<file path="src/bvpr_pkg.sv">
// Package for the Bloch voxel precession/relaxation pipeline.
// Holds widths, config register indexes, the config struct and the
// elaboration-time ROM builders (rotation and half-power constants).
package bvpr_pkg;

  localparam int MAG_BITS  = 24;
  localparam int TRIG_FRAC = 30;
  localparam int E_FRAC    = 24;
  localparam logic [30:0] LOG2E_Q30 = 31'd1549082005;
  localparam int EXP_CUTOFF = 40;

  localparam logic [2:0] REG_GRAD_X  = 3'd0;
  localparam logic [2:0] REG_GRAD_Y  = 3'd1;
  localparam logic [2:0] REG_GRAD_Z  = 3'd2;
  localparam logic [2:0] REG_BASE    = 3'd3;
  localparam logic [2:0] REG_SCALE   = 3'd4;
  localparam logic [2:0] REG_OFREQ   = 3'd5;
  localparam logic [2:0] REG_DELAY   = 3'd6;

  typedef struct packed {
    logic [31:0] grad_x;
    logic [31:0] grad_y;
    logic [31:0] grad_z;
    logic [31:0] base;
    logic [31:0] scale;
    logic [31:0] ofreq;
    logic [23:0] delay;
  } cfg_t;

  function automatic logic [63:0] isqrt64(logic [63:0] x);
    logic [63:0] r;
    logic [63:0] b;
    logic [63:0] xx;
    r  = '0;
    xx = x;
    b  = 64'd1 << 62;
    for (int i = 0; i < 32; i++) begin
      if (xx >= r + b) begin
        xx = xx - (r + b);
        r  = (r >> 1) + b;
      end else begin
        r = r >> 1;
      end
      b = b >> 2;
    end
    return r;
  endfunction

  function automatic logic [63:0] udiv64(logic [63:0] n, logic [63:0] d);
    logic [63:0] q;
    logic [64:0] r;
    q = '0;
    r = '0;
    for (int i = 63; i >= 0; i--) begin
      r = {r[63:0], n[i]};
      if (r >= {1'b0, d}) begin
        r    = r - {1'b0, d};
        q[i] = 1'b1;
      end
    end
    return q;
  endfunction

  // cos/sin of 2^-k turn, Q1.30, by half-angle recursion
  function automatic logic [63:0] rot_cs(int k, bit want_sin);
    logic [63:0] c;
    logic [63:0] s;
    logic [63:0] ck;
    logic [63:0] sk;
    c  = '0;
    s  = 64'd1 << TRIG_FRAC;
    ck = '0;
    sk = '0;
    for (int m = 3; m <= 32; m++) begin
      if (m <= k) begin
        ck = isqrt64(((64'd1 << TRIG_FRAC) + c) << 29);
        sk = udiv64((s << 30) + ck, ck << 1);
        c  = ck;
        s  = sk;
      end
    end
    return want_sin ? sk : ck;
  endfunction

  // 2^(-2^-k), Q0.30
  function automatic logic [63:0] half_pow(int k);
    logic [63:0] h;
    h = 64'd1 << 29;
    for (int m = 1; m <= 24; m++) begin
      if (m <= k) h = isqrt64(h << 30);
    end
    return h;
  endfunction

endpackage

</file>
<file path="src/bvpr_phase.sv">
// Field and phase stages: three registered steps from voxel item to Q0.32 phase.
// Depends on bvpr_pkg.
module bvpr_phase import bvpr_pkg::*; (
  input  logic        clk_i,
  input  logic        en_i,
  input  cfg_t        cfg_i,
  input  logic [7:0]  voxel_x_i,
  input  logic [7:0]  voxel_y_i,
  input  logic [7:0]  voxel_z_i,
  input  logic [31:0] field_offset_i,
  output logic [31:0] phase_o
);

  logic [31:0] field_d, field_q;
  logic [31:0] prod_d, prod_q;
  logic [31:0] phase_d, phase_q;
  logic [31:0] diff;

  always_comb begin
    field_d = 32'(cfg_i.grad_x * {24'd0, voxel_x_i}) + 32'(cfg_i.grad_y * {24'd0, voxel_y_i})
            + 32'(cfg_i.grad_z * {24'd0, voxel_z_i}) + cfg_i.base + field_offset_i;
    prod_d  = 32'(cfg_i.scale * field_q);
    diff    = prod_q - cfg_i.ofreq;
    phase_d = 32'(diff * {8'd0, cfg_i.delay});
  end

  always_ff @(posedge clk_i) begin
    if (en_i) begin
      field_q <= field_d;
      prod_q  <= prod_d;
      phase_q <= phase_d;
    end
  end

  assign phase_o = phase_q;

endmodule

</file>
<file path="config.mk">
export PLATFORM = sky130hd
export DESIGN_NAME = bvpr_phase
export DESIGN_NICKNAME = d
export VERILOG_FILES = /design/src/bvpr_pkg.sv /design/src/bvpr_phase.sv
export SDC_FILE = /design/constraint.sdc
export NUM_CORES = 2
export LEC_CHECK = 0
export BUFFER_PORTS_ARGS = -buffer_cell sky130_fd_sc_hd__buf_2
export CAP_MARGIN = 10
export CORE_ASPECT_RATIO = 0.7
export CORE_MARGIN = 2
export CORE_UTILIZATION = 40
export DETAILED_ROUTE_END_ITERATION = 8
export PLACE_DENSITY = 0.58
export SYNTH_ARGS = -nofsm -noshare
export SYNTH_HDL_FRONTEND = slang
export SYNTH_SLANG_ARGS = --single-unit
export TNS_END_PERCENT = 100
</file>
<file path="constraint.sdc">
create_clock -name clk_i -period 13.8 [get_ports clk_i]
set_input_delay 2.07 -clock clk_i [delete_from_list [all_inputs] [get_ports clk_i]]
set_output_delay 2.07 -clock clk_i [all_outputs]
set_load 0.02 [all_outputs]
</file>
== Word level (Yosys, flattened, before mapping) ==
Index checks and enable logic that the tools add are counted.

* Word-level logic and storage cells: 13
* Output and inout bits: 32
* Flip-flop bits (word level): 96

* Add/subtract/negate cells: 5
* Multiply operators: 5

{| class="wikitable"
|+ Operators by type and width
! operator !! number
|-
| $add A32 B32 Y32 || 4
|-
| $mul A32 B8 Y32 || 3
|-
| $mul A32 B24 Y32 || 1
|-
| $mul A32 B32 Y32 || 1
|-
| $sub A32 B32 Y32 || 1
|}

== Longest topological paths before layout ==
* Word-level depth: 5
* Depth in mapped cells: 45
* Mapped depth without buffers: 45

== Least setup slack after synthesis ==
Ideal clock, no wire load.

* Path type: input-to-reg
* Start point: input port cfg_i[26] (netlist name)
* End point: register phase_q[31], in the netlist phase_o[31] (data pin)
* Path slack: 2.839 ns
* Path buffers: 0
* Cell stages on the path: 42
* Arrival time: 10.703 ns
* Required time: 13.542 ns
* Cell sequence: inv_1 > ha_1 > nor2b_4 > o2111a_2 > o31a_4 > a211oi_4 > nor2_2 > a21oi_2 > o211ai_2 > a31oi_1 > o21bai_1 > a21o_1 > a21o_1 > xor2_1 > nand2_1 > fa_1 > inv_1 > fa_1 > [... 6 more ...] > fa_1 > fa_1 > xnor2_1 > xnor2_1 > xnor2_1 > xnor2_1 > xnor2_1 > xnor2_1 > xnor2_1 > xnor2_1 > xnor2_1 > xnor2_1 > xnor2_1 > xnor2_1 > xnor2_1 > xnor2_1 > xnor3_1 > xnor2_1

* Word-level cells in the longest chain between the ends: 2

{| class="wikitable"
|+ Ends and longest elaborated chain
! item !! RTL line !! RTL
|-
| start: declaration || bvpr_phase.sv:6 || <nowiki>input cfg_t cfg_i,</nowiki>
|-
| $sub A32 B32 Y32 || bvpr_phase.sv:23 || <nowiki>diff = prod_q - cfg_i.ofreq;</nowiki>
|-
| $mul A32 B24 Y32 || bvpr_phase.sv:24 || <nowiki>phase_d = 32'(diff * {8'd0, cfg_i.delay});</nowiki>
|-
| named net phase_d[31] || bvpr_phase.sv:16 || <nowiki>logic [31:0] phase_d, phase_q;</nowiki>
|-
| end signal: assignment || bvpr_phase.sv:31 || <nowiki>phase_q <= phase_d;</nowiki>
|-
| end: declaration || bvpr_phase.sv:16 ||
|}

The timed path passes the listed nets, and every way through them passes these cells.
A chain may end at the register's enable or synchronous reset.

== Worst setup path in the final report ==
* Start point: input port cfg_i[25] (netlist name)
* End point: register phase_q[31], in the netlist phase_o[31] (data pin)

Same word-level chain as after synthesis.

==> impl_metrics.ini <==
[sta]
setup_violations = 0
tns_ns = 0
period_share_pct = 82.9
worst_slew_pin_slew_ns = 0.868
drv_slew = 0
grt_setup_unrepaired = false
slew_headroom_pct = 42.1
hold_violations = 0
finClkSkew_ns = 0.0348
fmaxAchievable_ghz = 0.0874
fin_crit_ns = 11.44

[cells_and_area]
areaGrowthSynthToFinish_pct = 6.63
final_cell_mix = 1613 x inv_1, 1437 x fa_1, 1154 x nand2_1, 542 x and2_1, 324 x ha_1
nets = 8242
drive_above_1_share_pct = 6.59
fillCellCount = 13900
final_design_area_no_fill_um2 = 59000
mostFrequentLayoutCell = inv_1
instances_no_fill = 8079

[synth]
syn_area_um2 = 55400
synth.area.top_cells = fa_1 52%, inv_1 11%, nand2_1 7.8%
yosysTopAreaCell = fa_1
synth_cells = 6112
synth_nets = 8147
yosysSeqAreaShare_pct = 5.21
synth_edf_count = 96
syn_area_per_cell_um2 = 9.06
ys_seq_elements = 96
synth_top_area_share_pct = 51.9
async_flop_share_pct = 0
ys_warn_count = 0
synth_cell_type_count = 67
synthFlopType = edfxtp_1

[critical_path]
required_ns = 13.98
cp_data_arrival_time_ns = 11.62
path_depth = 41
crit_path_end_kind = flop
crit_type = input pin to flop
critPathMaxStageDelay_ns = 0.65
crit_fanout = 9
cp_num_buf_inv = 6
crit_slowest_cell = xor2_1
worstSetupStartpointType = input pin
rr_worst_depth = 39
cp_top_family = adder cells
cpMostUsedCell = xnor2_1

[clock_network]
cts_buffers = 9
clk_pin_slew_ns = 0.09
post_cts_buffers = 0
clock_path_buffers = 2
cts-resized-gates = 0
cts.root.buffer_cell = clkbuf_16
cts_tree = built
cts.sinks = 96
ctsHoldBuffers = 0
clock_latency_ns = 0.43
htree_levels = 3

[detailed_routing]
ant_nets = 0
wl_um = 167000
drc = 0
wl_per_cell_um = 20.7
drt_iter0_drc = 2821
wl_met2_um = 75400
via_per_inst = 4.96
wl_met3_um = 13700
via_count = 40100
drt-pass1-iter-count = 5
m1WireLength_um = 74400
highest_layer = met5

[floorplanning]
rows = 114
die_x_um = 449
die_h_um = 315
initial_core_util_pct = 40.2
coreArea_um2 = 138000
dieArea_um2 = 141000
ios = 306

[place]
place_area_um2 = 58700
hpwlAfterDp_um = 138000
globalplace.congestion = 0.903
port-buffer-count = 305
place_inst = 8051

[global_route]
grtUsageTotal_pct = 24.5
grt_max_degree = 52
overflow = 0
antenna_found_initial = 30
grt_pass1_vias = 43700
grt_pass1_wl_um = 263000

[min_path]
hold_class = flop to flop
holdPathStages = 2

[job]
drv_cap = 0

[run_status]
status = completed
[worst paths after layout]
check,slack [ns],from,to
max,2.36,cfg_i[25],phase_o[31]
min,1.03,field_q[0],prod_q[0]
max reg2reg,3.72,prod_q[1],phase_o[31]
min reg2reg,1.03,field_q[0],prod_q[0]
[cells in the mapped netlist, drive strengths merged, types with 9 or more instances]
master,n
clkbuf,268
fa,1437
nand3,16
nor2,58
inv,1613
o21a,11
nor2b,39
ha,324
nand2,1156
and2,542
o21bai,29
edfxtp,96
nor3,16
xnor2,206
a21o,36
a211oi,9
a21oi,77
nand2b,25
xor2,49
o21ai,29
[metrics by stage]
stage	hold WS, ns	worst slack [ns]	utilization [%]
final	1.03	2.36	42.9
after global routing	1.07	1.85	42.8
after CTS	1.03	2.21	42.8
after detailed placement	1.03	1.78	42.6
after global placement	1.04	1.93	42.6
after floorplan	0.796	2.84	-
[worst reg2reg max path: cells and delay by family, from the launching register on]
kind,cells,cell delay (ns)
fa+ha+maj,8,3.67
xor+xnor,17,3.29
compound gates,6,1.43
simple gates,4,0.80
buf+inv,4,0.22
flops,1,0.44
[logic make-up after synthesis]
logic type               share of synthesized area [%]
AND/OR/NAND/NOR                                   15.7
XOR/XNOR                                          4.17
flip-flops                                        5.21
buffers and inverters                             12.8
adder cells (fa/ha/maj)                           59.3
AO/OA/AOI/OAI                                     2.86
[sequential cells by signal (all words and copies together) (netlist names)]
| signal | cells |
|---|---|
| field_q | 32 |
| prod_q | 32 |
| phase_o | 32 |
[per-layer routing]
layer / GRT usage [%] / vias up
met3: 4.45 / 168
met1: 35.3 / 20900
met2: 38.6 / 1544
met4: 5.24 / 6
li1: - / 17500
met5: 0 / -
[final cells by class]
cell class | instances | area (µm²) | area share [%]
multi-input combinational | 4127 | 45500 | 77.0
inverter | 1613 | 6050 | 10.3
sequential | 96 | 2880 | 4.88
tap | 1856 | 2320 | 3.93
timing repair buffer | 360 | 1940 | 3.29
clock buffer | 9 | 225 | 0.381
clock inverter | 6 | 116 | 0.197
antenna | 12 | 30.0 | 0.0509
Power is not shown: default switching activity piles up to over one toggle a cycle in this logic, so the estimate is an artifact.
