[config.mk]
export PLATFORM = sky130hd
export DESIGN_NAME = bvpr_div
export DESIGN_NICKNAME = d
export VERILOG_FILES = /design/src/bvpr_pkg.sv /design/src/bvpr_div.sv
export SDC_FILE = /design/constraint.sdc
export NUM_CORES = 2
export LEC_CHECK = 0
export BUFFER_PORTS_ARGS = -buffer_cell sky130_fd_sc_hd__buf_4
export CORE_MARGIN = 4
export CORE_UTILIZATION = 50
export CTS_CLUSTER_SIZE = 10
export DETAILED_ROUTE_END_ITERATION = 8
export PLACE_DENSITY = 0.75
export SYNTH_ARGS = -nofsm -noshare
export SYNTH_HDL_FRONTEND = slang
export SYNTH_SLANG_ARGS = --single-unit
[constraint.sdc]
create_clock -name clk_i -period 10.7 [get_ports clk_i]
set_clock_uncertainty 0.05 [all_clocks]
set_input_delay 0.535 -clock clk_i [delete_from_list [all_inputs] [get_ports clk_i]]
set_output_delay 0.535 -clock clk_i [all_outputs]
set_load 0.02 [all_outputs]
[src/bvpr_pkg.sv]
// Package for the Bloch voxel precession/relaxation pipeline.
// Holds widths, config register indexes, the config struct and the
// elaboration-time ROM builders (rotation and half-power constants).
package bvpr_pkg;

  localparam int MAG_BITS  = 24;
  localparam int TRIG_FRAC = 30;
  localparam int E_FRAC    = 24;
  localparam logic [30:0] LOG2E_Q30 = 31'd1549082005;
  localparam int EXP_CUTOFF = 40;

  localparam logic [2:0] REG_GRAD_X  = 3'd0;
  localparam logic [2:0] REG_GRAD_Y  = 3'd1;
  localparam logic [2:0] REG_GRAD_Z  = 3'd2;
  localparam logic [2:0] REG_BASE    = 3'd3;
  localparam logic [2:0] REG_SCALE   = 3'd4;
  localparam logic [2:0] REG_OFREQ   = 3'd5;
  localparam logic [2:0] REG_DELAY   = 3'd6;

  typedef struct packed {
    logic [31:0] grad_x;
    logic [31:0] grad_y;
    logic [31:0] grad_z;
    logic [31:0] base;
    logic [31:0] scale;
    logic [31:0] ofreq;
    logic [23:0] delay;
  } cfg_t;

  function automatic logic [63:0] isqrt64(logic [63:0] x);
    logic [63:0] r;
    logic [63:0] b;
    logic [63:0] xx;
    r  = '0;
    xx = x;
    b  = 64'd1 << 62;
    for (int i = 0; i < 32; i++) begin
      if (xx >= r + b) begin
        xx = xx - (r + b);
        r  = (r >> 1) + b;
      end else begin
        r = r >> 1;
      end
      b = b >> 2;
    end
    return r;
  endfunction

  function automatic logic [63:0] udiv64(logic [63:0] n, logic [63:0] d);
    logic [63:0] q;
    logic [64:0] r;
    q = '0;
    r = '0;
    for (int i = 63; i >= 0; i--) begin
      r = {r[63:0], n[i]};
      if (r >= {1'b0, d}) begin
        r    = r - {1'b0, d};
        q[i] = 1'b1;
      end
    end
    return q;
  endfunction

  // cos/sin of 2^-k turn, Q1.30, by half-angle recursion
  function automatic logic [63:0] rot_cs(int k, bit want_sin);
    logic [63:0] c;
    logic [63:0] s;
    logic [63:0] ck;
    logic [63:0] sk;
    c  = '0;
    s  = 64'd1 << TRIG_FRAC;
    ck = '0;
    sk = '0;
    for (int m = 3; m <= 32; m++) begin
      if (m <= k) begin
        ck = isqrt64(((64'd1 << TRIG_FRAC) + c) << 29);
        sk = udiv64((s << 30) + ck, ck << 1);
        c  = ck;
        s  = sk;
      end
    end
    return want_sin ? sk : ck;
  endfunction

  // 2^(-2^-k), Q0.30
  function automatic logic [63:0] half_pow(int k);
    logic [63:0] h;
    h = 64'd1 << 29;
    for (int m = 1; m <= 24; m++) begin
      if (m <= k) h = isqrt64(h << 30);
    end
    return h;
  endfunction

endpackage

[src/bvpr_div.sv]
// Restoring divider, one quotient bit per stage: r = floor(delay*2^24 / t).
// Flags the exponent cut-off (t zero or delay >= 40*t). Depends on bvpr_pkg.
module bvpr_div import bvpr_pkg::*; (
  input  logic        clk_i,
  input  logic        en_i,
  input  logic [23:0] delay_i,
  input  logic [23:0] t_i,
  output logic [29:0] quo_o,
  output logic        cut_o
);

  localparam int NSTG = 30;

  logic [23:0] rem_q [NSTG];
  logic [23:0] t_q   [NSTG];
  logic [29:0] quo_q [NSTG];
  logic        cut_q [NSTG];
  logic        cut0;

  assign cut0 = (t_i == '0) || ({6'd0, delay_i} >= 30'(t_i) * 30'(EXP_CUTOFF));

  for (genvar i = 0; i < NSTG; i++) begin : g_stg
    localparam int B = 29 - i;
    logic [23:0] rem_in, t_in, rem_d;
    logic [29:0] quo_in, quo_d;
    logic        cut_in, nbit;
    logic [24:0] p, pd;

    if (i == 0) begin : g_first
      assign rem_in = {6'd0, delay_i[23:6]};
      assign t_in   = t_i;
      assign quo_in = '0;
      assign cut_in = cut0;
    end else begin : g_next
      assign rem_in = rem_q[i-1];
      assign t_in   = t_q[i-1];
      assign quo_in = quo_q[i-1];
      assign cut_in = cut_q[i-1];
    end

    if (B >= E_FRAC) begin : g_dbit
      assign nbit = delay_i[B-E_FRAC];
    end else begin : g_zbit
      assign nbit = 1'b0;
    end

    always_comb begin
      p     = {rem_in, nbit};
      pd    = p - {1'b0, t_in};
      quo_d = quo_in;
      if (p >= {1'b0, t_in}) begin
        rem_d    = pd[23:0];
        quo_d[B] = 1'b1;
      end else begin
        rem_d = p[23:0];
      end
    end

    always_ff @(posedge clk_i) begin
      if (en_i) begin
        rem_q[i] <= rem_d;
        t_q[i]   <= t_in;
        quo_q[i] <= quo_d;
        cut_q[i] <= cut_in;
      end
    end
  end

  assign quo_o = quo_q[NSTG-1];
  assign cut_o = cut_q[NSTG-1];

endmodule

# Word-level counts from Yosys, hierarchy flattened
# Memory sizes are Yosys's and may differ from the RTL's.
# Index checks and enable logic that the tools add are counted.
[word_totals]
memories = 4
in_bits = 50
mem_bits_rw = 2370
reg_bits = 0
[classes]
n_mux = 62
reduce_logical = 2
add_sub_neg = 30
order_cmp = 31
multipliers = 1
[memory_table]
columns = ["name", "words", "width", "rd", "rd_clocked_by_memory_dff", "write_ports", "line_no", "source"]
rows = [
  ["quo_q", 30, 30, 30, 0, 30, "bvpr_div.sv:16", "logic [29:0] quo_q [NSTG];"],
  ["rem_q", 30, 24, 29, 0, 30, "bvpr_div.sv:14", "logic [23:0] rem_q [NSTG];"],
  ["t_q", 30, 24, 29, 0, 30, "bvpr_div.sv:15", "logic [23:0] t_q [NSTG];"],
  ["cut_q", 30, 1, 30, 0, 30, "bvpr_div.sv:17", "logic cut_q [NSTG];"],
]
[ops]
columns = ["cell", "count"]
rows = [
  ["25-bit by 24-bit >= comparator with 1-bit output", 29],
  ["24-bit two-way mux", 30],
  ["24-bit subtractor", 29],
  ["1-bit two-way mux", 32],
  ["24-bit by 30-bit >= comparator with 1-bit output", 1],
  ["24-bit by 3-bit multiplier with 27-bit output (second input constant)", 1],
  ["19-bit by 24-bit >= comparator with 1-bit output", 1],
  ["24-bit zero test", 1],
  ["19-bit by 24-bit subtractor with 24-bit output", 1],
  ["1-bit logical OR", 1],
]

# Depth between registers and ports, before layout
[depth]
word_depth = 3
ltp_mapped = 22
depth_no_buf = 22

# Worst setup path after synthesis
# Ideal clock, no wire load.
[synth_timing]
kind = "input port to flip-flop"
startpoint = "input port t_i[1]"
endpoint = "memory cut_q[0][0], data pin"
setup_time_ns = 0.180
stages = 18
t_required_ns = 10.470
setup_slack_ns = 6.470
n_path_buf = 0
t_arrival_ns = 4.000
path_cell_list = "ha_1 ha_1 inv_1 fa_1 nor2b_1 o31a_1 nor3_1 o41a_1 a31oi_1 o21ai_0 xor2_1 ha_1 and3_1 nand3_1 or3_1 o21ai_0 nand4_1 o41ai_2"
[synth_rtl]
columns = ["item", "line_no", "source"]
rows = [
  ["from (decl)", "bvpr_div.sv:7", "input logic [23:0] t_i,"],
  ["to (decl)", "bvpr_div.sv:17", ""],
]

==> results.sh <==
export IMPL_status="complete, no violations"
export IMPL_avgSynthCellArea_um2=11.9
export IMPL_insertion_delay_ns=0.84
export IMPL_power_ir_vdd_worst_mv=0.186
export IMPL_yosysTopAreaCellShare_pct=55.5
export IMPL_antenna_found_initial=2
export IMPL_cts_sinks=1887
export IMPL_power_density_nw_per_um2=291
export IMPL_multi_input_area_um2=41300
export IMPL_io_buffers=80
export IMPL_synth_edf_count=1887
export IMPL_worst_slack_ns=5.85
export IMPL_synth_compound_area_share_pct=13.3
export IMPL_synth_fp_nets=9414
export IMPL_path_delay_family="compound AO/OA/AOI/OAI gates"
export IMPL_tightestPinTransition_ns=1.22
export IMPL_die_y_um=460
export IMPL_grt_pass1_vias=65200
export IMPL_drive_gt1_share_pct=8.10
export IMPL_overflow=0
export IMPL_ys_seq_elements=1887
export IMPL_finalSetupViolations=0
export IMPL_pin_count=81
export IMPL_critical_path_buf_inv_count=3
export IMPL_final_area_um2=112000
export IMPL_critPathMaxFanout=5
export IMPL_ys_seq_area_share_pct=55.5
export IMPL_synthSimpleGateAreaFrac_pct=9.04
export IMPL_grt_use_met3_pct=2.82
export IMPL_final_period_utilization_pct=45.3
export IMPL_cpMostUsedCell="ha_1"
export IMPL_n_fill_cell=16600
export IMPL_cp_depth=20
export IMPL_r2r_cells=11
export IMPL_wire_per_inst_um=19.3
export IMPL_arrival_ns=5.45
export IMPL_rr_endpoint="rem_q[0][229]"
export IMPL_dieWidth_um=460
export IMPL_tritoncts="built"
export IMPL_synth_top_family_by_area="compound AO/OA/AOI/OAI gates"
export IMPL_h_tree_depth=4
export IMPL_wl_um=222000
export IMPL_worstPathCellList="dlygate4sd3_1 > buf_4 > ha_1 > ha_1 > inv_1 > fa_1 > nor2b_1 > o31a_1 > nor3_1 > o41a_1 > a31oi_1 > o21ai_0 > xor2_1 > ha_1 > and3_1 > nand3_1 > or3_1 > o21ai_0 > nand4_1 > o41ai_2"
export IMPL_drv_slew=0
export IMPL_grt_pass1_wl_um=352000
export IMPL_synth_area_top_cells="edfxtp_1 56%, ha_1 9.6%, inv_1 3.3%, a21oi_1 2.9%, xnor2_1 2.7%"
export IMPL_dieArea_um2=211000
export IMPL_critPathCapture="cut_q[0][0]"
export IMPL_routed_via_density=5.71
export IMPL_r2r_slack_ns=6.66
export IMPL_crit_start="t_i[1]"
export IMPL_required_ns=11.29
export IMPL_tns_ns=0
export IMPL_max_slew_margin_pct=18.8
export IMPL_synth_fa_ha_area_share_pct=10.1
export IMPL_start_util_pct=50.4
export IMPL_seq_area_um2=56700
export IMPL_fin_nets=9667
export IMPL_dp_worst_setup_slack_ns=5.60
export IMPL_placed_area_um2=106000
export IMPL_cp_end_kind="register"
export IMPL_synth_area_leader_cell="edfxtp_1"
export IMPL_p_leak_nw=45.1
export IMPL_firstDrtPassIters=5
export IMPL_syn_area_um2=102000
export IMPL_busiest_layer="met2"
export IMPL_synth_xor_area_share_pct=4.37
export IMPL_ant_nets=0
export IMPL_cts_buffers=216
export IMPL_hp_class="in2reg"
export IMPL_drc=0
export IMPL_ys_warn_count=0
export IMPL_path_clk_slew_ns=0.06
export IMPL_fmax_mhz=206
export IMPL_start_kind="primary input"
export IMPL_dp_hpwl_um=162000
export IMPL_critPathKind="in2reg"
export IMPL_cts_path_max_buffers=3
export IMPL_root_buffer="clkbuf_16"
export IMPL_cts_hold_fix_buffers=45
export IMPL_async_flop_share_pct=0
export IMPL_synth_distinct_cells=108
export IMPL_synth_mux_area_share_pct=3.60
export IMPL_ys_flop_type="edfxtp_1"
export IMPL_whs_ns=0.0767
export IMPL_areaGrowthSynthToFinish_pct=9.99
export IMPL_synth_common_cells="1,887 x edfxtp_1, 907 x inv_1, 779 x ha_1"
export IMPL_timing_rr_start="t_q[0][193]"
export IMPL_postCtsSetupBuffers=0
export IMPL_grt_max_degree=185
export IMPL_routed_via_count=66000
export IMPL_cpPeakStageDelay_ns=0.54
export IMPL_core_area_um2=203000
export IMPL_cap_viol_max_count=0
export IMPL_netlist_instances=8555
export IMPL_grtUsageMet2_pct=35.5
export IMPL_period_minus_slack_ns=4.85
export IMPL_synthMostInstantiatedCell="edfxtp_1"
export IMPL_drtIter0Drc=5442
export IMPL_post_cts_resized=0
export IMPL_critPathSlowestCell="dlygate4sd3_1"
export IMPL_gr_usage_all_layers_pct=20.7
export IMPL_final_hold_viol_count=0
export IMPL_fin_total_pwr_mw=32.6
export IMPL_grt_use_met1_pct=27.1
export IMPL_place_congestion=0.913
export IMPL_row_count=165
export IMPL_rsz0062_at_grt="no"
layout make-up:
| cell class | count | area share [%] |
|---|---|---|
| multi-input cells | 5637 | 36.8 |
| diodes | 1 | 0.00223 |
| clock inverters | 43 | 0.409 |
| repair buffers | 157 | 1.26 |
| clock buffers | 248 | 4.96 |
| flip-flops and latches | 1887 | 50.5 |
| inverters | 909 | 3.04 |
| well taps | 2672 | 2.98 |
worst min-delay path by stage:
stage,start,endpoint,slack [ns],cells past startpoint
3_3_place_gp,quo_q[1][223],quo_q[1][253],0.35,0
2_1_floorplan,cut_q[0][9],cut_q[0][10],0.35,0
4_1_cts,delay_i[4],rem_q[0][24],0.003,3
3_5_place_dp,cut_q[1][11],cut_q[1][12],0.35,0
6_report,delay_i[4],rem_q[0][24],0.08,3
5_1_grt,delay_i[4],rem_q[0][24],0.02,3
layer usage:
| metal | part of all wire, % | routed length (µm) |
|---|---|---|
| met3 | 4.2 | 9340 |
| met4 | 3.1 | 7000 |
| met1 | 44 | 97500 |
| met2 | 49 | 109000 |
| met5 | 0 | 0 |
power by group:
part           leakage, nW  internal, mW  switching (mW)
Clock                 2.92          3.69            2.81
Combinational         23.8          6.30            7.94
Sequential            18.4          10.8            1.11
cells by family (layout without fill, tap and decap cells):
| family | count (synthesis) | after routing |
|---|---|---|
| other | 0 | 1 |
| buffers and inverters | 1031 | 1357 |
| XOR/XNOR | 509 | 509 |
| AND/OR/NAND/NOR | 1902 | 1902 |
| flip-flops | 1887 | 1887 |
| AO/OA/AOI/OAI | 2098 | 2098 |
| adder cells (fa/ha/maj) | 809 | 809 |
| multiplexers | 319 | 319 |
stage by stage:
step,instances,utilization [%]
global route,11600,55.4
finish,11600,55.4
global placement,11200,52.2
CTS,11600,55.4
floorplan,8555,-
detailed placement,11200,52.2
state kept, by name, summed over array words and instances (netlist names):
register and flops:
cut_q 30, quo_q 465, rem_q 696, t_q 696
worst register-to-register path: stages, from the launching register on:
cell	delay (ns)
edfxtp_1	0.44
inv_1	0.09
ha_1	0.24
nor2b_1	0.14
o21a_1	0.18
o21ai_0	0.38
a21oi_1	0.22
a211oi_2	0.36
o21ai_1	0.25
a21oi_1	0.29
a21o_1	0.75
mux2_2	0.43
placed cells by master (no fill, tap or decap), types with 45 or more instances in the layout:
master / instances
a21o_1: 239
nand2_1: 477
nor2_1: 548
and3_1: 70
buf_4: 103
nand4_1: 84
o21bai_1: 62
xnor2_1: 309
a31oi_1: 66
dlygate4sd3_1: 45
inv_1: 907
o21ai_0: 465
xor2_1: 200
o21a_1: 139
mux2_1: 48
a21oi_1: 592
mux2_2: 217
o31ai_1: 54
nand3_1: 127
clkbuf_16: 218
edfxtp_1: 1887
nor3_1: 143
ha_1: 779
a211oi_1: 73
nor2b_1: 106
nand2b_1: 108
Power figures use the tool's default switching activity.
